$ cat config.mk
export PLATFORM = sky130hd
export DESIGN_NAME = key_scanner_with_combo_and_repeat_unit
export DESIGN_NICKNAME = d
export VERILOG_FILES = /design/src/rtl/ksc_pkg.sv /design/src/rtl/key_scanner_with_combo_and_repeat_unit.sv
export SDC_FILE = /design/constraint.sdc
export NUM_CORES = 1
export LEC_CHECK = 0
export ABC_AREA = 1
export BUFFER_PORTS_ARGS = -buffer_cell sky130_fd_sc_hd__buf_2
export CORE_ASPECT_RATIO = 2
export CORE_UTILIZATION = 50
export DETAILED_ROUTE_END_ITERATION = 6
export PLACE_DENSITY = 0.73
export SLEW_MARGIN = 0
export SYNTH_ARGS = -nofsm -noshare
export SYNTH_HDL_FRONTEND = slang
export SYNTH_SLANG_ARGS = --single-unit
$ cat constraint.sdc
create_clock -name clock -period 3.9 [get_ports clock]
set_input_delay 0.585 -clock clock [delete_from_list [all_inputs] [get_ports clock]]
set_output_delay 0.585 -clock clock [all_outputs]
set_load 0.05 [all_outputs]
$ cat src/rtl/ksc_pkg.sv
// Package for the key scanner: item structs, request/answer/event codes,
// register map and word layout constants. Depends on nothing.
package ksc_pkg;

   localparam int NUM_PINS   = 8;
   localparam int NUM_GROUPS = 4;
   localparam int GROUP_BASE = 8;
   localparam int WORD_W     = 12;
   localparam int TIME_W     = 16;
   localparam int RUN_W      = 8;
   localparam int CSR_ADDR_W = 5;
   localparam int CSR_DATA_W = 32;

   localparam logic [RUN_W-1:0] DEBOUNCE_RESET = RUN_W'(5);

   localparam logic [1:0] REQ_SCAN      = 2'd0;
   localparam logic [1:0] REQ_QUERY     = 2'd1;
   localparam logic [1:0] REQ_MASK      = 2'd2;
   localparam logic [1:0] REQ_RECAPTURE = 2'd3;

   localparam logic [1:0] ACT_NONE   = 2'd0;
   localparam logic [1:0] ACT_DOWN   = 2'd1;
   localparam logic [1:0] ACT_UP     = 2'd2;
   localparam logic [1:0] ACT_REPEAT = 2'd3;

   localparam logic [1:0] EV_NONE   = 2'd0;
   localparam logic [1:0] EV_CHANGE = 2'd1;
   localparam logic [1:0] EV_HOLD   = 2'd2;

   localparam logic [2:0] REG_COMBO_0  = 3'd0;
   localparam logic [2:0] REG_COMBO_1  = 3'd1;
   localparam logic [2:0] REG_COMBO_2  = 3'd2;
   localparam logic [2:0] REG_COMBO_3  = 3'd3;
   localparam logic [2:0] REG_DEBOUNCE = 3'd4;

   typedef struct packed {
      logic [1:0]        req_type;
      logic [7:0]        pin_bits;
      logic [TIME_W-1:0] timestamp_ms;
      logic [WORD_W-1:0] key_mask;
      logic              no_repeat;
      logic [TIME_W-1:0] first_delay_ms;
      logic [TIME_W-1:0] repeat_ms;
   } scan_req_type;

   typedef struct packed {
      logic [1:0]        key_action;
      logic [1:0]        scan_event;
      logic [WORD_W-1:0] key_state;
   } scan_rsp_type;

endpackage

$ cat src/rtl/key_scanner_with_combo_and_repeat_unit.sv
// Top level of the eight-key scanner with debounce, combos and auto-repeat.
// Depends on ksc_pkg for the item structs, codes and register map.
//
// The block takes one item per clock cycle while req_stall is low and gives
// exactly one result item for each; the whole update of the key state
// is a single registered pass. A result register backed by one skid entry lets
// the block keep accepting while a result waits, and req_stall rises only when
// both hold results. Configuration sits on an APB-style port: combo masks at
// byte addresses 0x0 to 0xC and the debounce count (reset 5) at 0x10.
module key_scanner_with_combo_and_repeat_unit (
   input  logic                              clock,
   input  logic                              reset,
   input  logic                              req_valid,
   output logic                              req_stall,
   input  ksc_pkg::scan_req_type             req_item,
   output logic                              rsp_valid,
   input  logic                              rsp_stall,
   output ksc_pkg::scan_rsp_type             rsp_item,
   input  logic                              psel,
   input  logic                              penable,
   input  logic                              pwrite,
   input  logic [ksc_pkg::CSR_ADDR_W-1:0]    paddr,
   input  logic [ksc_pkg::CSR_DATA_W-1:0]    pwdata,
   output logic [ksc_pkg::CSR_DATA_W-1:0]    prdata,
   output logic                              pready
);
   import ksc_pkg::*;

   logic [NUM_PINS-1:0] combo_ff [NUM_GROUPS];
   logic [RUN_W-1:0]    debounce_ff;

   logic [WORD_W-1:0] accepted_ff, accepted_in;
   logic [WORD_W-1:0] changed_ff, changed_in;
   logic [WORD_W-1:0] current_ff, current_in;
   logic [WORD_W-1:0] masked_ff, masked_in;
   logic [WORD_W-1:0] repeating_ff, repeating_in;
   logic [TIME_W-1:0] first_ff, first_in;
   logic [TIME_W-1:0] repeat_ff, repeat_in;
   logic [TIME_W-1:0] prev_tick_ff, prev_tick_in;
   logic [RUN_W-1:0]  change_run_ff, change_run_in;
   logic [RUN_W-1:0]  hold_run_ff, hold_run_in;

   scan_rsp_type out_ff, out_in, skid_ff, skid_in;
   logic         out_valid_ff, out_valid_in, skid_valid_ff, skid_valid_in;

   scan_rsp_type      result;
   logic              accept, take;
   logic [2:0]        cfg_index;
   logic [TIME_W-1:0] diff;
   logic [WORD_W-1:0] pins, word, k;
   logic              matched;
   logic [RUN_W-1:0]  run_next;

   assign accept    = req_valid && !skid_valid_ff;
   assign take      = out_valid_ff && !rsp_stall;
   assign req_stall = skid_valid_ff;
   assign rsp_valid = out_valid_ff;
   assign rsp_item  = out_ff;
   assign pready    = 1'b1;
   assign cfg_index = paddr[4:2];

   always_comb begin
      prdata = '0;
      case (cfg_index)
         REG_COMBO_0:  prdata = CSR_DATA_W'(combo_ff[0]);
         REG_COMBO_1:  prdata = CSR_DATA_W'(combo_ff[1]);
         REG_COMBO_2:  prdata = CSR_DATA_W'(combo_ff[2]);
         REG_COMBO_3:  prdata = CSR_DATA_W'(combo_ff[3]);
         REG_DEBOUNCE: prdata = CSR_DATA_W'(debounce_ff);
         default:      prdata = '0;
      endcase
   end

   always_ff @(posedge clock) begin
      if (reset) begin
         for (int g = 0; g < NUM_GROUPS; g++) begin
            combo_ff[g] <= '0;
         end
         debounce_ff <= DEBOUNCE_RESET;
      end else if (psel && penable && pwrite) begin
         case (cfg_index)
            REG_COMBO_0:  combo_ff[0] <= pwdata[NUM_PINS-1:0];
            REG_COMBO_1:  combo_ff[1] <= pwdata[NUM_PINS-1:0];
            REG_COMBO_2:  combo_ff[2] <= pwdata[NUM_PINS-1:0];
            REG_COMBO_3:  combo_ff[3] <= pwdata[NUM_PINS-1:0];
            REG_DEBOUNCE: debounce_ff <= pwdata[RUN_W-1:0];
            default:      ;
         endcase
      end
   end

   always_comb begin
      accepted_in   = accepted_ff;
      changed_in    = changed_ff;
      current_in    = current_ff;
      masked_in     = masked_ff;
      repeating_in  = repeating_ff;
      first_in      = first_ff;
      repeat_in     = repeat_ff;
      prev_tick_in  = prev_tick_ff;
      change_run_in = change_run_ff;
      hold_run_in   = hold_run_ff;
      result        = '0;
      matched       = 1'b0;
      run_next      = '0;
      k             = req_item.key_mask;
      pins          = WORD_W'(req_item.pin_bits[NUM_PINS-1:0]);
      word          = pins;
      diff          = req_item.timestamp_ms - prev_tick_ff;

      case (req_item.req_type)
         REQ_SCAN: begin
            prev_tick_in = req_item.timestamp_ms;
            first_in     = (first_ff >= diff) ? first_ff - diff : '0;
            repeat_in    = (repeat_ff >= diff) ? repeat_ff - diff : '0;
            for (int g = 0; g < NUM_GROUPS; g++) begin
               if (!matched && combo_ff[g] != '0
                   && pins == WORD_W'(combo_ff[g])) begin
                  matched   = 1'b1;
                  masked_in = masked_ff | WORD_W'(combo_ff[g]);
                  word      = WORD_W'(1) << (GROUP_BASE + g);
               end
            end
            if (word != accepted_ff) begin
               hold_run_in = '0;
               run_next    = change_run_ff + RUN_W'(1);
               if (run_next > debounce_ff) begin
                  change_run_in     = '0;
                  changed_in        = word ^ accepted_ff;
                  accepted_in       = word;
                  current_in        = word;
                  result.scan_event = EV_CHANGE;
               end else begin
                  change_run_in = run_next;
               end
            end else begin
               change_run_in = '0;
               if (word != '0) begin
                  run_next = hold_run_ff + RUN_W'(1);
                  if (run_next > debounce_ff) begin
                     hold_run_in       = '0;
                     current_in        = word;
                     result.scan_event = EV_HOLD;
                  end else begin
                     hold_run_in = run_next;
                  end
               end else begin
                  hold_run_in  = '0;
                  current_in   = '0;
                  masked_in    = '0;
                  repeating_in = '0;
               end
            end
         end
         REQ_QUERY: begin
            if ((masked_ff & k) != '0) begin
               result.key_action = ACT_NONE;
            end else if ((repeating_ff & k) != '0) begin
               if ((changed_ff & k) != '0) begin
                  changed_in = '0;
               end
               if ((changed_ff & k) != '0 && (current_ff & k) == '0) begin
                  result.key_action = ACT_UP;
               end else if ((current_ff & k) != '0 && first_ff == '0
                            && repeat_ff == '0) begin
                  repeat_in         = req_item.repeat_ms;
                  result.key_action = ACT_REPEAT;
               end
            end else if ((changed_ff & k) != '0) begin
               changed_in = '0;
               if ((current_ff & k) == '0) begin
                  result.key_action = ACT_UP;
               end else begin
                  result.key_action = ACT_DOWN;
                  if (req_item.no_repeat) begin
                     if (current_ff == k) begin
                        first_in  = '0;
                        repeat_in = '0;
                     end
                  end else begin
                     repeating_in = repeating_ff | k;
                     first_in     = req_item.first_delay_ms;
                     repeat_in    = '0;
                  end
               end
            end
         end
         REQ_MASK: begin
            masked_in = masked_ff | k;
         end
         REQ_RECAPTURE: begin
            accepted_in  = accepted_ff & ~k;
            repeating_in = repeating_ff & ~k;
         end
         default: ;
      endcase
      result.key_state = current_in;
   end

   always_comb begin
      out_in        = out_ff;
      skid_in       = skid_ff;
      out_valid_in  = out_valid_ff;
      skid_valid_in = skid_valid_ff;
      if (skid_valid_ff) begin
         if (take) begin
            out_in        = skid_ff;
            skid_valid_in = 1'b0;
         end
      end else if (!out_valid_ff || take) begin
         out_valid_in = accept;
         out_in       = result;
      end else if (accept) begin
         skid_valid_in = 1'b1;
         skid_in       = result;
      end
   end

   always_ff @(posedge clock) begin
      if (reset) begin
         accepted_ff   <= '0;
         changed_ff    <= '0;
         current_ff    <= '0;
         masked_ff     <= '0;
         repeating_ff  <= '0;
         first_ff      <= '0;
         repeat_ff     <= '0;
         prev_tick_ff  <= '0;
         change_run_ff <= '0;
         hold_run_ff   <= '0;
         out_valid_ff  <= 1'b0;
         skid_valid_ff <= 1'b0;
      end else begin
         if (accept) begin
            accepted_ff   <= accepted_in;
            changed_ff    <= changed_in;
            current_ff    <= current_in;
            masked_ff     <= masked_in;
            repeating_ff  <= repeating_in;
            first_ff      <= first_in;
            repeat_ff     <= repeat_in;
            prev_tick_ff  <= prev_tick_in;
            change_run_ff <= change_run_in;
            hold_run_ff   <= hold_run_in;
         end
         out_valid_ff  <= out_valid_in;
         skid_valid_ff <= skid_valid_in;
      end
   end

   always_ff @(posedge clock) begin
      out_ff  <= out_in;
      skid_ff <= skid_in;
   end

`ifndef NO_ASSERTIONS
   a_skid_behind_out: assert property (@(posedge clock) disable iff (reset)
      skid_valid_ff |-> out_valid_ff)
      else $error("Skid entry holds an item while the result register is empty.");

   a_accept_gives_result: assert property (@(posedge clock) disable iff (reset)
      (req_valid && !req_stall) |=> rsp_valid)
      else $error("An accepted item produced no result.");

   a_group_word_shape: assert property (@(posedge clock) disable iff (reset)
      $onehot0(accepted_ff[WORD_W-1:GROUP_BASE])
      && (accepted_ff[WORD_W-1:GROUP_BASE] == '0
          || accepted_ff[GROUP_BASE-1:0] == '0))
      else $error("Accepted word mixes group bits with pin bits.");

   a_one_answer_kind: assert property (@(posedge clock) disable iff (reset)
      (rsp_valid && rsp_item.key_action != ACT_NONE) |-> rsp_item.scan_event == EV_NONE)
      else $error("Result carries both a key answer and a scan event.");
`endif

endmodule
==> results_dict.tcl <==
set metrics [dict create \
    status "finished with violations" \
    failed_checks "DRC" \
    critPathMaxStageDelay_ns 0.31 \
    worstReg2RegEnd "repeat_ff[14]" \
    grt_overflow 0 \
    initial_core_util_pct 50.7 \
    clock_path_buffers 2 \
    r2r-start "prev_tick_ff[2]" \
    cp_slowest_cell "xor2_2" \
    fin_ws_ns 0.179 \
    r2r_cells 20 \
    path_class "flip-flop to flip-flop" \
    powerDensity_mw_per_mm2 377 \
    post_drt_via_cell_ratio 5.73 \
    synth_area_mm2 0.0136 \
    period_needed_ns 3.72 \
    critPathTopFamily "compound AO/OA/AOI/OAI gates" \
    fin_worst_skew_ns 0.0117 \
    ys_ff_latch 198 \
    stdcell_count 2433 \
    fin_util_pct 60.2 \
    cts_buffers 17 \
    drtIter0Drc 903 \
    place_inst 2398 \
    dpl_worst_slack_ns -0.386 \
    wl_mm 46.2 \
    worst_ep_arrival_time_ns 4.12 \
    whs_endpoint "first_ff[13]" \
    hp-start "req_item[29]" \
    r2r_setup_slack_ns 0.18 \
    start_kind "flip-flop" \
    path_buf_inv 4 \
    cts_tree "built" \
    hold_depth 3 \
    first_global_vias 13716 \
    clkTransAtPathRegs_ns 0.08 \
    synth_edf_count 64 \
    cp.required_ns 4.30 \
    synth.top_cell.area_share_pct 19.7 \
    crit_top_cell "a21oi_1" \
    most-common-layout-cells "nand2_1 (340), nor2_1 (192), inv_1 (185), a21oi_1 (160), o21ai_0 (150)" \
    critPathMaxFanout 3 \
    cap_viol_max_count 0 \
    io_buffers 114 \
    hpwl_mm 35.5 \
    drc 2 \
    coreArea_mm2 0.0268 \
    syn_inst 1864 \
    crit_path_end_kind "flip-flop" \
    syn_avg_cell_area_um2 7.29 \
    power_leakage_uw 0.00744 \
    hold_slack_ns 0.352 \
    synth_cell_types 51 \
    antenna_found_initial 1 \
    grt_max_degree 40 \
    drv_slew 0 \
    h-tree-depth 4 \
    synth_seq_area_share_pct 33.9 \
    yosysTopAreaCell "dfxtp_1" \
    yosysWarningCount 0 \
    synthTopCellsByArea "dfxtp_1 (20%), edfxtp_1 (14%), nand2_1 (9.6%)" \
    drive_above_1_share_pct 19.5 \
    min_path_type "input pin to flip-flop" \
    cts_root_buf "clkbuf_16" \
    cts_hold_buf 0 \
    ir_drop_v 0.000308 \
    rsz0062_at_grt "yes" \
    synth_flop_cell "dfxtp_1" \
    period_share_pct 95.4 \
    antenna_cells 0 \
    nets 2271 \
    final_common_cell "nand2_1" \
    finalSetupViolations 0 \
    track_usage_pct 33.3 \
    fmax_mhz 269 \
    rows 85 \
    area_growth_pct 18.7 \
    ios 166 \
    gp_congestion 0.979 \
    die_y_um 235 \
    detailedRoute.firstPassIterationCount 7 \
    dieArea_mm2 0.0279 \
    die_w_um 119 \
    ant_nets 0 \
    async_flop_share_pct 0 \
    wire_per_inst_um 19.0 \
    cp_cell_sequence "inv_1, ha_4, a21o_1, a31oi_4, buf_4, inv_1, a21oi_1, nor2_1, nor2_1, xor2_2, buf_4, ha_1, a21oi_1, o21ai_1, a21boi_0, o21ai_0, a21oi_1, xor2_1, nand2_1, a21oi_1" \
    hold_viol 0 \
    slew-limit-headroom_pct 23.3 \
    num_vias 13932 \
    worst_pin_slew_ns 1.15 \
    worstSkewPairLatency_ns 0.47 \
    grt_pass1_wl_mm 70.7 \
    cts_sinks 198 \
]
[repair_timing]
action,4_1_cts,5_1_grt
setup buffers,1,2
resized for setup,0,57
setup endpoints to repair,1,32
pin swaps,0,20
[how the worst max path moves through the flow]
stage	from	cells past startpoint	slack, ns	end
after CTS	prev_tick_ff[0]	25	0.0002	repeat_ff[5]
after detailed placement	req_item[45]	27	-0.39	repeat_ff[7]
after global placement	req_item[45]	27	-0.35	repeat_ff[3]
after floorplan	req_item[45]	26	0.04	repeat_ff[2]
after global routing	prev_tick_ff[3]	25	-0.06	repeat_ff[5]
final	prev_tick_ff[2]	20	0.18	repeat_ff[14]
[cells in the mapped netlist (4+ instances only)]
| cell | number |
|---|---|
| nand2_1 | 348 |
| ha_1 | 81 |
| o22ai_1 | 19 |
| o31ai_1 | 6 |
| nand2_2 | 5 |
| xnor2_1 | 22 |
| nor2_4 | 4 |
| nor2_2 | 9 |
| xor2_1 | 38 |
| inv_2 | 10 |
| edfxtp_1 | 64 |
| buf_2 | 8 |
| o21bai_1 | 5 |
| nand3_1 | 111 |
| nor3_1 | 15 |
| nand3_2 | 25 |
| a211oi_1 | 9 |
| mux2i_1 | 5 |
| a221oi_1 | 28 |
| buf_4 | 33 |
| nor4_1 | 14 |
| nand3b_1 | 7 |
| clkinv_1 | 11 |
| inv_1 | 186 |
| dfxtp_1 | 134 |
| a21oi_1 | 165 |
| buf_6 | 9 |
| nand2_4 | 4 |
| o21ai_0 | 157 |
| nor2_1 | 192 |
| o211ai_1 | 8 |
| clkbuf_1 | 45 |
| nand4_1 | 53 |
[cells by family after synthesis]
| group | share of synthesized area [%] |
|---|---|
| and+or+nand+nor | 26.9 |
| AOI/OAI and AO/OA | 16.9 |
| buffers and inverters | 9.91 |
| DFF | 33.9 |
| adders and majority gates | 7.90 |
| xor gates and xnor gates | 3.99 |
| muxes | 0.534 |
| other | 0.0553 |
[power breakdown]
part           internal (µW)  switching (µW)  leakage (µW)
clock                    910             899      0.000281
combinational            742            1200       0.00543
sequential              2250            90.4       0.00173
[layout make-up]
class	count	area, µm²
fill	2549	10700
tap	348	435
clock buffer	17	425
sequential	198	4610
inverter	207	781
clock inverter	15	163
multi-input combinational	1384	8000
timing repair buffer	264	1730
[metrics by stage]
step	instance area [µm²]	setup TNS [ns]	power, µW
after floorplan	13700	0	3490
after global placement	15200	-7.62	4170
after detailed placement	15200	-8.93	4200
after CTS	15800	0	6000
after global routing	16100	-0.169	6350
final	16100	0	6090
[worst reg2reg max path, cell delays in order, from the launching register on]
cell	delay, ns
dfxtp_1	0.30
inv_1	0.10
ha_4	0.22
a21o_1	0.18
a31oi_4	0.17
buf_4	0.14
inv_1	0.03
a21oi_1	0.11
nor2_1	0.05
nor2_1	0.15
xor2_2	0.31
buf_4	0.18
ha_1	0.24
a21oi_1	0.21
o21ai_1	0.17
a21boi_0	0.31
o21ai_0	0.19
a21oi_1	0.20
xor2_1	0.21
nand2_1	0.07
a21oi_1	0.11
[state kept, by name, indices dropped and copies added (netlist names), 12 cells and up]
name	cells
accepted_ff	12
changed_ff	12
combo_ff	32
current_ff	12
first_ff	16
masked_ff	12
prev_tick_ff	16
repeat_ff	16
repeating_ff	12
rsp_item	16
skid_ff	16
[per-layer routing]
layer / vias up / GRT usage, % / part of all wire [%]
met3: 226 / 6.08 / 5.4
met2: 569 / 60.9 / 52
li1: 6696 / - / -
met1: 6439 / 29.8 / 32
met4: 2 / 32.9 / 11
met5: - / 0 / 0.030
Note: power is estimated with default switching activity, not from simulation.
